### config.mk
export PLATFORM = sky130hd
export DESIGN_NAME = teletext_epg_packet_filter_unit
export DESIGN_NICKNAME = d
export VERILOG_FILES = /design/src/sv/tepf_pkg.sv /design/src/sv/tepf_core.sv /design/src/sv/teletext_epg_packet_filter_unit.sv
export VERILOG_INCLUDE_DIRS = /design/src /design/src/sv
export SDC_FILE = /design/constraint.sdc
export NUM_CORES = 1
export LEC_CHECK = 0
export BUFFER_PORTS_ARGS = -buffer_cell sky130_fd_sc_hd__buf_4
export CAP_MARGIN = 20
export CELL_PAD_IN_SITES_DETAIL_PLACEMENT = 2
export CELL_PAD_IN_SITES_GLOBAL_PLACEMENT = 2
export CORE_MARGIN = 2
export CORE_UTILIZATION = 40
export CTS_CLUSTER_DIAMETER = 30
export CTS_CLUSTER_SIZE = 20
export DETAILED_ROUTE_END_ITERATION = 8
export PLACE_DENSITY_LB_ADDON = 0.1
export SLEW_MARGIN = 20
export SYNTH_ARGS = -nofsm -noshare
export SYNTH_HDL_FRONTEND = slang
export SYNTH_SLANG_ARGS = --single-unit
export TNS_END_PERCENT = 20
### constraint.sdc
create_clock -name clock -period 7.47 [get_ports clock]
set_input_delay 0 -clock clock [delete_from_list [all_inputs] [get_ports clock]]
set_output_delay 0 -clock clock [all_outputs]
set_load 0.02 [all_outputs]
### src/sv/teletext_epg_packet_filter_unit_assert.svh
// ----------------------------------------------------------------------------
// teletext epg packet filter assertion macros
// concurrent property helpers, sampled on clock and disabled in reset
// ----------------------------------------------------------------------------
`ifndef TELETEXT_EPG_PACKET_FILTER_UNIT_ASSERT_SVH
`define TELETEXT_EPG_PACKET_FILTER_UNIT_ASSERT_SVH

// same-cycle implication
`define TEPF_ASSERT_NOW(name, pre, post, msg) \
   name: assert property (@(posedge clock) disable iff (reset) (pre) |-> (post)) \
      else $error(msg);

// next-cycle implication
`define TEPF_ASSERT_NEXT(name, pre, post, msg) \
   name: assert property (@(posedge clock) disable iff (reset) (pre) |=> (post)) \
      else $error(msg);

`endif

### src/sv/tepf_pkg.sv
// ----------------------------------------------------------------------------
// tepf_pkg
// shared types and constants of the teletext epg packet filter
// ----------------------------------------------------------------------------
package tepf_pkg;

   // packet classes
   localparam logic [2:0] KIND_IGNORED    = 3'd0;
   localparam logic [2:0] KIND_EPG_HEADER = 3'd1;
   localparam logic [2:0] KIND_EPG_DATA   = 3'd2;
   localparam logic [2:0] KIND_INVENTORY  = 3'd3;
   localparam logic [2:0] KIND_CNI        = 3'd4;

   // teletext constants
   localparam logic [7:0] INVENTORY_PAGE_BYTE = 8'hFD;
   localparam logic [4:0] FIRST_NON_DATA_ROW  = 5'd26;
   localparam logic [4:0] CNI_ROW             = 5'd30;
   localparam logic [4:0] HEADER_ROW          = 5'd0;
   localparam logic [2:0] CNI_MAGAZINE        = 3'd0;

   // register indexes
   localparam int CSR_INDEX_W = 2;
   localparam int CSR_DATA_W  = 11;
   localparam logic [CSR_INDEX_W-1:0] CSR_ACQ_ENABLE = 2'd0;
   localparam logic [CSR_INDEX_W-1:0] CSR_EPG_PAGE   = 2'd1;
   localparam logic [CSR_INDEX_W-1:0] CSR_SCAN_MODE  = 2'd2;

   typedef struct packed {
      logic [10:0] page_number;
      logic [15:0] subcode;
      logic [4:0]  packet_number;
   } tepf_req_type;

   typedef struct packed {
      logic [2:0]  packet_kind;
      logic        used_by_epg;
      logic        to_scan;
      logic [15:0] subcode_out;
      logic [31:0] total_packets;
      logic [31:0] epg_packets;
      logic [31:0] epg_pages;
   } tepf_rsp_type;

endpackage

### src/sv/tepf_core.sv
// ----------------------------------------------------------------------------
// tepf_core
// control registers, acquisition state and packet classification
// ----------------------------------------------------------------------------
module tepf_core (
   input  logic                               clock,
   input  logic                               reset,
   input  logic                               csr_we,
   input  logic [tepf_pkg::CSR_INDEX_W-1:0]   csr_index,
   input  logic [tepf_pkg::CSR_DATA_W-1:0]    csr_wdata,
   input  logic                               step_valid,
   input  tepf_pkg::tepf_req_type             step_req,
   output tepf_pkg::tepf_rsp_type             step_rsp
);
   import tepf_pkg::*;

   logic        acq_enable_ff;
   logic [10:0] epg_page_ff;
   logic        scan_mode_ff;

   logic        page_open_ff,  page_open_in;
   logic [7:0]  inv_mags_ff,   inv_mags_in;
   logic [31:0] cnt_total_ff,  cnt_total_in;
   logic [31:0] cnt_epkt_ff,   cnt_epkt_in;
   logic [31:0] cnt_epage_ff,  cnt_epage_in;

   logic [2:0]  mag;
   logic [7:0]  mag_bit;
   logic        same_mag;
   logic [2:0]  kind;

   // field decode
   assign mag      = step_req.page_number[10:8];
   assign mag_bit  = 8'(1) << mag;
   assign same_mag = (mag == epg_page_ff[10:8]);

   // classification and next state
   always_comb begin
      page_open_in = page_open_ff;
      inv_mags_in  = inv_mags_ff;
      cnt_total_in = cnt_total_ff;
      cnt_epkt_in  = cnt_epkt_ff;
      cnt_epage_in = cnt_epage_ff;
      kind         = KIND_IGNORED;
      if (acq_enable_ff) begin
         cnt_total_in = cnt_total_ff + 32'd1;
         if (step_req.packet_number == HEADER_ROW) begin
            if (step_req.page_number == epg_page_ff) begin
               page_open_in = 1'b1;
               cnt_epkt_in  = cnt_epkt_ff + 32'd1;
               cnt_epage_in = cnt_epage_ff + 32'd1;
               kind         = KIND_EPG_HEADER;
            end else begin
               if (same_mag) begin
                  page_open_in = 1'b0;
               end
               if (step_req.page_number[7:0] == INVENTORY_PAGE_BYTE) begin
                  inv_mags_in = inv_mags_ff | mag_bit;
               end else begin
                  inv_mags_in = inv_mags_ff & ~mag_bit;
               end
            end
         end else if (page_open_ff && same_mag &&
                      step_req.packet_number < FIRST_NON_DATA_ROW) begin
            cnt_epkt_in = cnt_epkt_ff + 32'd1;
            kind        = KIND_EPG_DATA;
         end else if ((inv_mags_ff & mag_bit) != 8'd0) begin
            kind = KIND_INVENTORY;
         end else if (scan_mode_ff && step_req.packet_number == CNI_ROW &&
                      mag == CNI_MAGAZINE) begin
            kind = KIND_CNI;
         end
      end
   end

   // result assembly
   always_comb begin
      step_rsp.packet_kind   = kind;
      step_rsp.used_by_epg   = (kind == KIND_EPG_HEADER) || (kind == KIND_EPG_DATA);
      step_rsp.to_scan       = acq_enable_ff & scan_mode_ff;
      step_rsp.subcode_out   = step_req.subcode;
      step_rsp.total_packets = cnt_total_in;
      step_rsp.epg_packets   = cnt_epkt_in;
      step_rsp.epg_pages     = cnt_epage_in;
   end

   // control register writes
   always_ff @(posedge clock) begin
      if (reset) begin
         acq_enable_ff <= 1'b0;
         epg_page_ff   <= 11'd0;
         scan_mode_ff  <= 1'b0;
      end else if (csr_we) begin
         unique case (csr_index)
            CSR_ACQ_ENABLE: acq_enable_ff <= csr_wdata[0];
            CSR_EPG_PAGE:   epg_page_ff   <= csr_wdata[10:0];
            CSR_SCAN_MODE:  scan_mode_ff  <= csr_wdata[0];
            default: ;
         endcase
      end
   end

   // acquisition state, updated once per request
   always_ff @(posedge clock) begin
      if (reset) begin
         page_open_ff <= 1'b0;
         inv_mags_ff  <= 8'd0;
         cnt_total_ff <= 32'd0;
         cnt_epkt_ff  <= 32'd0;
         cnt_epage_ff <= 32'd0;
      end else if (step_valid) begin
         page_open_ff <= page_open_in;
         inv_mags_ff  <= inv_mags_in;
         cnt_total_ff <= cnt_total_in;
         cnt_epkt_ff  <= cnt_epkt_in;
         cnt_epage_ff <= cnt_epage_in;
      end
   end

   `include "teletext_epg_packet_filter_unit_assert.svh"

   `TEPF_ASSERT_NEXT(a_disabled_holds_counts, step_valid && !acq_enable_ff && !csr_we, $stable(cnt_total_ff) && $stable(cnt_epkt_ff) && $stable(cnt_epage_ff), "counters moved while disabled")
   `TEPF_ASSERT_NEXT(a_header_opens_page, step_valid && kind == KIND_EPG_HEADER, page_open_ff && cnt_epage_ff == 32'($past(cnt_epage_ff) + 32'd1), "epg header did not open page")
   `TEPF_ASSERT_NEXT(a_idle_keeps_state, !step_valid, $stable(page_open_ff) && $stable(inv_mags_ff) && $stable(cnt_total_ff), "state changed without a request")

endmodule

### src/sv/teletext_epg_packet_filter_unit.sv
// ----------------------------------------------------------------------------
// teletext_epg_packet_filter_unit
// classifies teletext packet descriptors for epg page acquisition
// ----------------------------------------------------------------------------
// usage:
//   req channel: page number, subcode and packet row of one teletext packet;
//   taken at a clock edge with req_valid high and req_stall low.
//   rsp channel: packet class, epg flag, scan flag, subcode and the three
//   wrapping counters after this packet; taken when rsp_valid and !rsp_stall.
//   csr port: write acq_enable, epg_page or scan_mode by index while idle;
//   writes take effect at once and clear nothing.
// path: a request taken into the input register passes through the
//   classification into the response register, which drives rsp.
// throughput: one request per cycle while rsp is not stalled; the input
//   register feeds a single classification pass into the response register.
// reset: synchronous; clears control registers, counters, page and inventory
//   state and both valid flags.
// stall: while the response waits, one more request is held in the input
//   register; req_stall rises only when both registers are full.
// ----------------------------------------------------------------------------
module teletext_epg_packet_filter_unit (
   input  logic                               clock,
   input  logic                               reset,
   input  logic                               req_valid,
   output logic                               req_stall,
   input  tepf_pkg::tepf_req_type             req_data,
   output logic                               rsp_valid,
   input  logic                               rsp_stall,
   output tepf_pkg::tepf_rsp_type             rsp_data,
   input  logic                               csr_we,
   input  logic [tepf_pkg::CSR_INDEX_W-1:0]   csr_index,
   input  logic [tepf_pkg::CSR_DATA_W-1:0]    csr_wdata
);
   import tepf_pkg::*;

   logic         in_valid_ff;
   tepf_req_type in_data_ff;
   logic         out_valid_ff;
   tepf_rsp_type out_data_ff;
   tepf_rsp_type step_rsp;
   logic         advance;

   // stage handoff
   assign advance   = in_valid_ff && (!out_valid_ff || !rsp_stall);
   assign req_stall = in_valid_ff && !advance;
   assign rsp_valid = out_valid_ff;
   assign rsp_data  = out_data_ff;

   // input register
   always_ff @(posedge clock) begin
      if (reset) begin
         in_valid_ff <= 1'b0;
      end else if (!req_stall) begin
         in_valid_ff <= req_valid;
      end
   end

   always_ff @(posedge clock) begin
      if (!req_stall && req_valid) begin
         in_data_ff <= req_data;
      end
   end

   // response register
   always_ff @(posedge clock) begin
      if (reset) begin
         out_valid_ff <= 1'b0;
      end else if (advance) begin
         out_valid_ff <= 1'b1;
      end else if (!rsp_stall) begin
         out_valid_ff <= 1'b0;
      end
   end

   always_ff @(posedge clock) begin
      if (advance) begin
         out_data_ff <= step_rsp;
      end
   end

   // classification and state
   tepf_core u_core (
      .clock      (clock),
      .reset      (reset),
      .csr_we     (csr_we),
      .csr_index  (csr_index),
      .csr_wdata  (csr_wdata),
      .step_valid (advance),
      .step_req   (in_data_ff),
      .step_rsp   (step_rsp)
   );

endmodule
# Word level (Yosys, flattened, before mapping)
# Cells that the tools add are included.
# op_classes
n_lt_le_gt_ge	1
eq_ne	9
mux	19
n_shift	1
n_reduce_logical	23
n_bitwise	6
add_sub_neg	3
# op_table
cell	count
two-way mux 32 bit	8
adder 32 x 1 -> 32 bit, second input constant	3
AND 8 bit	2
two-way mux 3 bit	5
== test 11 bit	1
== test 8 bit, second input constant	1
two-way mux 8 bit	1
NOT 8 bit	1
OR 8 bit	1
AND reduction 4 bit	2
nonzero test 8 bit	1
left shift 1 x 3 -> 8 bit, first input constant	1
logical AND 1 bit	7
AND reduction 2 bit	3
== test 5 bit, second input constant	1
logical NOT 5 bit	1
less-than comparator 5 bit, second input constant	1
two-way mux 1 bit	5
logical NOT 1 bit	4
== test 3 x 1 -> 1 bit, second input constant	1
== test 3 x 2 -> 1 bit, second input constant	1
== test 3 bit	1
logical NOT 3 bit	1
== test 2 x 1 -> 1 bit, second input constant	1
7 further kinds	8
# totals
reg_bits	269
wordCells	82
in_bits	50

# Logic depth before layout (Yosys ltp)
# depth
ltp_word	10
ltp_mapped	9
mapped_depth_nobuf	8

# Cells and area by module
# A second synthesis with hierarchy kept.
# unflattened
hier_cells	1085
area_unflattened_um2	11866.4
# modules_own_cells
module	seq_area_each_um2	area_per_inst_um2	n_inst	cells_each
tepf_core	2362.3	7305.8	1	926
teletext_epg_packet_filter_unit	4514.3	4560.6	1	159

# Worst setup path after synthesis
# OpenSTA, ideal clock, no wires.
# synth_path
path_type	flip-flop to flip-flop
start	register out_valid_ff, in the netlist rsp_valid
end	register u_core.cnt_epkt_ff[28]
n_path_buf	1
path_stages_with_launch	8
slack_ns	2.425
required_time_ns	7.405
setup_time_ns	0.065
arrival_time_ns	4.980
path_cell_list	dfxtp_1 nand2_1 nand2_1 clkinv_1 clkbuf_1 o2111ai_1 xor2_1 nor2_1
# synth_between
elab_chain_len	3
# synth_rtl
item	line_no	rtl
start, declared	teletext_epg_packet_filter_unit.sv:38	logic out_valid_ff;
start signal, assigned	teletext_epg_packet_filter_unit.sv:67	out_valid_ff <= 1'b0;
start signal, assigned	teletext_epg_packet_filter_unit.sv:69	out_valid_ff <= 1'b1;
start signal, assigned	teletext_epg_packet_filter_unit.sv:71	out_valid_ff <= 1'b0;
logical NOT 1 bit	teletext_epg_packet_filter_unit.sv:44	assign advance = in_valid_ff && (!out_valid_ff || !rsp_stall);
logical OR 1 bit	teletext_epg_packet_filter_unit.sv:44	
logical AND 1 bit	teletext_epg_packet_filter_unit.sv:44	
via advance	teletext_epg_packet_filter_unit.sv:41	logic advance;
end signal, assigned	tepf_core.sv:115	cnt_epkt_ff <= cnt_epkt_in;
end, declared	tepf_core.sv:24	logic [31:0] cnt_epkt_ff, cnt_epkt_in;
# The timed path passes the listed nets, and every way through them passes these cells.
# A chain may end at the register's enable or synchronous reset.

# Worst setup path after layout
# layout_path
start	register out_valid_ff, in the netlist rsp_valid
end	register u_core.cnt_epkt_ff[25]
# layout_between
elab_chain_len	3
# layout_rtl
item	line_no
logical NOT 1 bit	teletext_epg_packet_filter_unit.sv:44
logical OR 1 bit	teletext_epg_packet_filter_unit.sv:44
logical AND 1 bit	teletext_epg_packet_filter_unit.sv:44
# Every way passes these cells.

==> metrics <==
Max Cap Violations=0; top post-synthesis cells by area=edfxtp_1 (38%), dfxtp_1 (20%), xnor2_1 (7.0%); final worst slack=3440 ps; worst clock skew=53.0 ps; cell breakdown of the critical path=nand2_1, nand2_1, buf_4, inv_6, nand4_1, nor4_4, buf_4, nor2_1, or3_1, a21oi_1; max_slew headroom=29.6%; Sw Share=24.1%; CTS H-Tree Depth=3; first-pass GRT wire length=64.9 mm; Synth Warn #=0; combinational fraction of design power=4.2%; routing usage on met3=4.52%; Final GP Congestion=0.731; Clock Pin Slew Worst Setup and Hold Paths=50 ps; Lkg Pwr=6.06 nW; HPWL after DPL=20.9 mm; RSZ-0062 raised after global routing=false; chip width=176 um; crit share post-route=54.0%; number of global-route vias before repair=10700; post-synthesis net count=1122; P_sw=1.16 mW; die area=30900 sq um; measured slew at the worst slew-check pin=1050 ps; Data required, critical path=7920 ps; Seq/Total Area, Yosys=58.3%; syn avg cell area=11.0 sq um; die height=176 um; DRC violations left=0; Root Driver=clkbuf_16; initial core utilization=40.9%; WL per Instance=24.1 um; CTS resizes=0; CP startpoint kind=flop; share of cells above drive strength 1=22.6%; Int Power=3.66 mW; fmax=248 MHz; top_reg_cell synth=edfxtp_1; PwrDens=298 nW/um^2; Routed WL=42.1 mm; Async SR Flop Fraction=0%; setup violation total in the final timing report=0; CTS buffer count=67; VDD IR-drop max=232 uV; initial antenna violation count=2; io pins=169; core area=28900 sq um; CP arrival=4490 ps; clk buf depth=3; Post-synth EDFFs=149; Tmin final=4030 ps; GR Util met1=31.3%; Worst setup EP type=flop; initial DRC count=455; CTS sink count=269; Commonest cells post-synth=edfxtp_1 (149), nor2_1 (140), dfxtp_1 (120), xnor2_1 (94), xor2_1 (78); Worst Path Max Fanout=94; P&R area growth vs syn=37.4%; Slew Viols, Final=0; Yosys cell types=49; CTS tree=yes; CP Class=flop to flop; routed via count=9408; gr busiest metal=met2; NumNets Final=1362; cell count after synthesis=1069; # port buffers=168; global route overflow=0; GRT Util Overall=27.3%; 1st-pass router iterations=4; slowest CP cell=nand4_1; count leader, synth=edfxtp_1; setup TNS=0 ps; Synth Cell Area=11800 sq um; Worst Hold Class=input port to flop; num rows=62; power share of the clock group=61.9%; ANT nets after route=0; outcome=finished, final reports clean; sequential power share=33.9%; final hold violation count=0; via/cell ratio=5.38; met2 usage=49.3%; Yosys top cell area share=37.9%; Yosys top cell by area=edfxtp_1; Yosys reg bits=269; largest net degree at the start of global routing=95; Clk Latency, worst-skew pair=590 ps; slowest stage delay, CP=930 ps; Place WS=3670 ps
==> cells by family (layout without fill, tap and decap cells) <==
logic type	count (synthesis)	in the layout	share of synthesized area (%)
AO/OA/AOI/OAI	79	79	3.98
XOR/XNOR	174	174	13.1
adder cells (fa/ha/maj)	3	3	0.318
buffers and inverters	67	362	2.33
flip-flops	269	269	58.3
multiplexers	29	29	2.62
other	0	2	0
AND/OR/NAND/NOR	448	448	19.4
==> path summary, 6_finish.rpt <==
kind | cells past startpoint | slack (ps) | from | endpoint
setup / recovery | 10 | 3440 | rsp_valid | u_core.cnt_epkt_ff[25]
hold / removal | 2 | 8 | reset | u_core.epg_page_ff[8]
setup reg to reg | 10 | 3440 | rsp_valid | u_core.cnt_epkt_ff[25]
hold reg to reg | 0 | 420 | in_data_ff[12] | rsp_data[103]
==> metal layers <==
layer	vias to the layer above	part of all wire, %
met1	4775	39
met3	121	3.3
li1	4264	-
met2	248	53
met5	-	0
met4	0	4.4
==> placed cells by master (no fill, tap or decap), drive strengths merged, types with 19 or more instances in the layout <==
| master | instances |
|---|---|
| buf | 175 |
| edfxtp | 149 |
| nor2 | 140 |
| dfxtp | 120 |
| xnor2 | 96 |
| clkbuf | 90 |
| xor2 | 78 |
| nand2 | 73 |
| nand3 | 53 |
| dlygate4sd3 | 49 |
| o21ai | 31 |
| nand4 | 31 |
| nor3 | 28 |
| and3 | 26 |
| a21oi | 24 |
| nor4 | 23 |
| mux2i | 20 |
| clkinv | 19 |
==> flip-flops by register name, indices dropped and copies added (netlist names), 11 cells and up, named ones only <==
signal / cells
u_core.cnt_epage_ff: 32
u_core.cnt_epkt_ff: 32
u_core.epg_page_ff: 11
u_core.cnt_total_ff: 32
in_data_ff: 32
rsp_data: 117
==> per-stage QoR <==
| stage | cells | utilization, % | area, sq um | hold WS [ps] | total power, mW |
|---|---|---|---|---|---|
| floorplan | 1069 | - | 11800 | 98.9 | 1.74 |
| global placement | 1575 | 46.4 | 13400 | 178 | 1.82 |
| detailed placement | 1575 | 46.4 | 13400 | 179 | 1.83 |
| CTS | 1748 | 56.1 | 16200 | 7.44 | 4.81 |
| global route | 1750 | 56.1 | 16200 | 48.5 | 4.95 |
| finish | 1750 | 56.1 | 16200 | 7.75 | 4.82 |
==> final cells by class <==
type	instances	area, sq um
diodes	2	5.00
clock buffers	90	1840
clock inverters	34	474
fillers	2749	12700
inverters	14	57.6
multi-input cells	733	4660
flip-flops and latches	269	6880
well taps	384	480
repair buffers	224	1800
==> power groups by stage <==
stage               Combinational [mW]  Sequential (mW)  Clock (mW)
detailed placement               0.173             1.66           0
global route                     0.211             1.64        3.10
floorplan                       0.0478             1.70           0
finish                           0.202             1.64        2.98
global placement                 0.167             1.66           0
CTS                              0.197             1.64        2.97
==> worst max-delay path: cells and delay by family, from the launching register on <==
kind            cells  cell delay [ps]
simple gates        6             1990
buf+inv             3             1310
flops               1              350
compound gates      1              250
==> what timing repair did <==
action | in CTS | in global routing
buffers inserted | 0 | 0
hold endpoints to repair | 47 | 0
hold buffers | 49 | 0
Power figures use the tool's default switching activity.
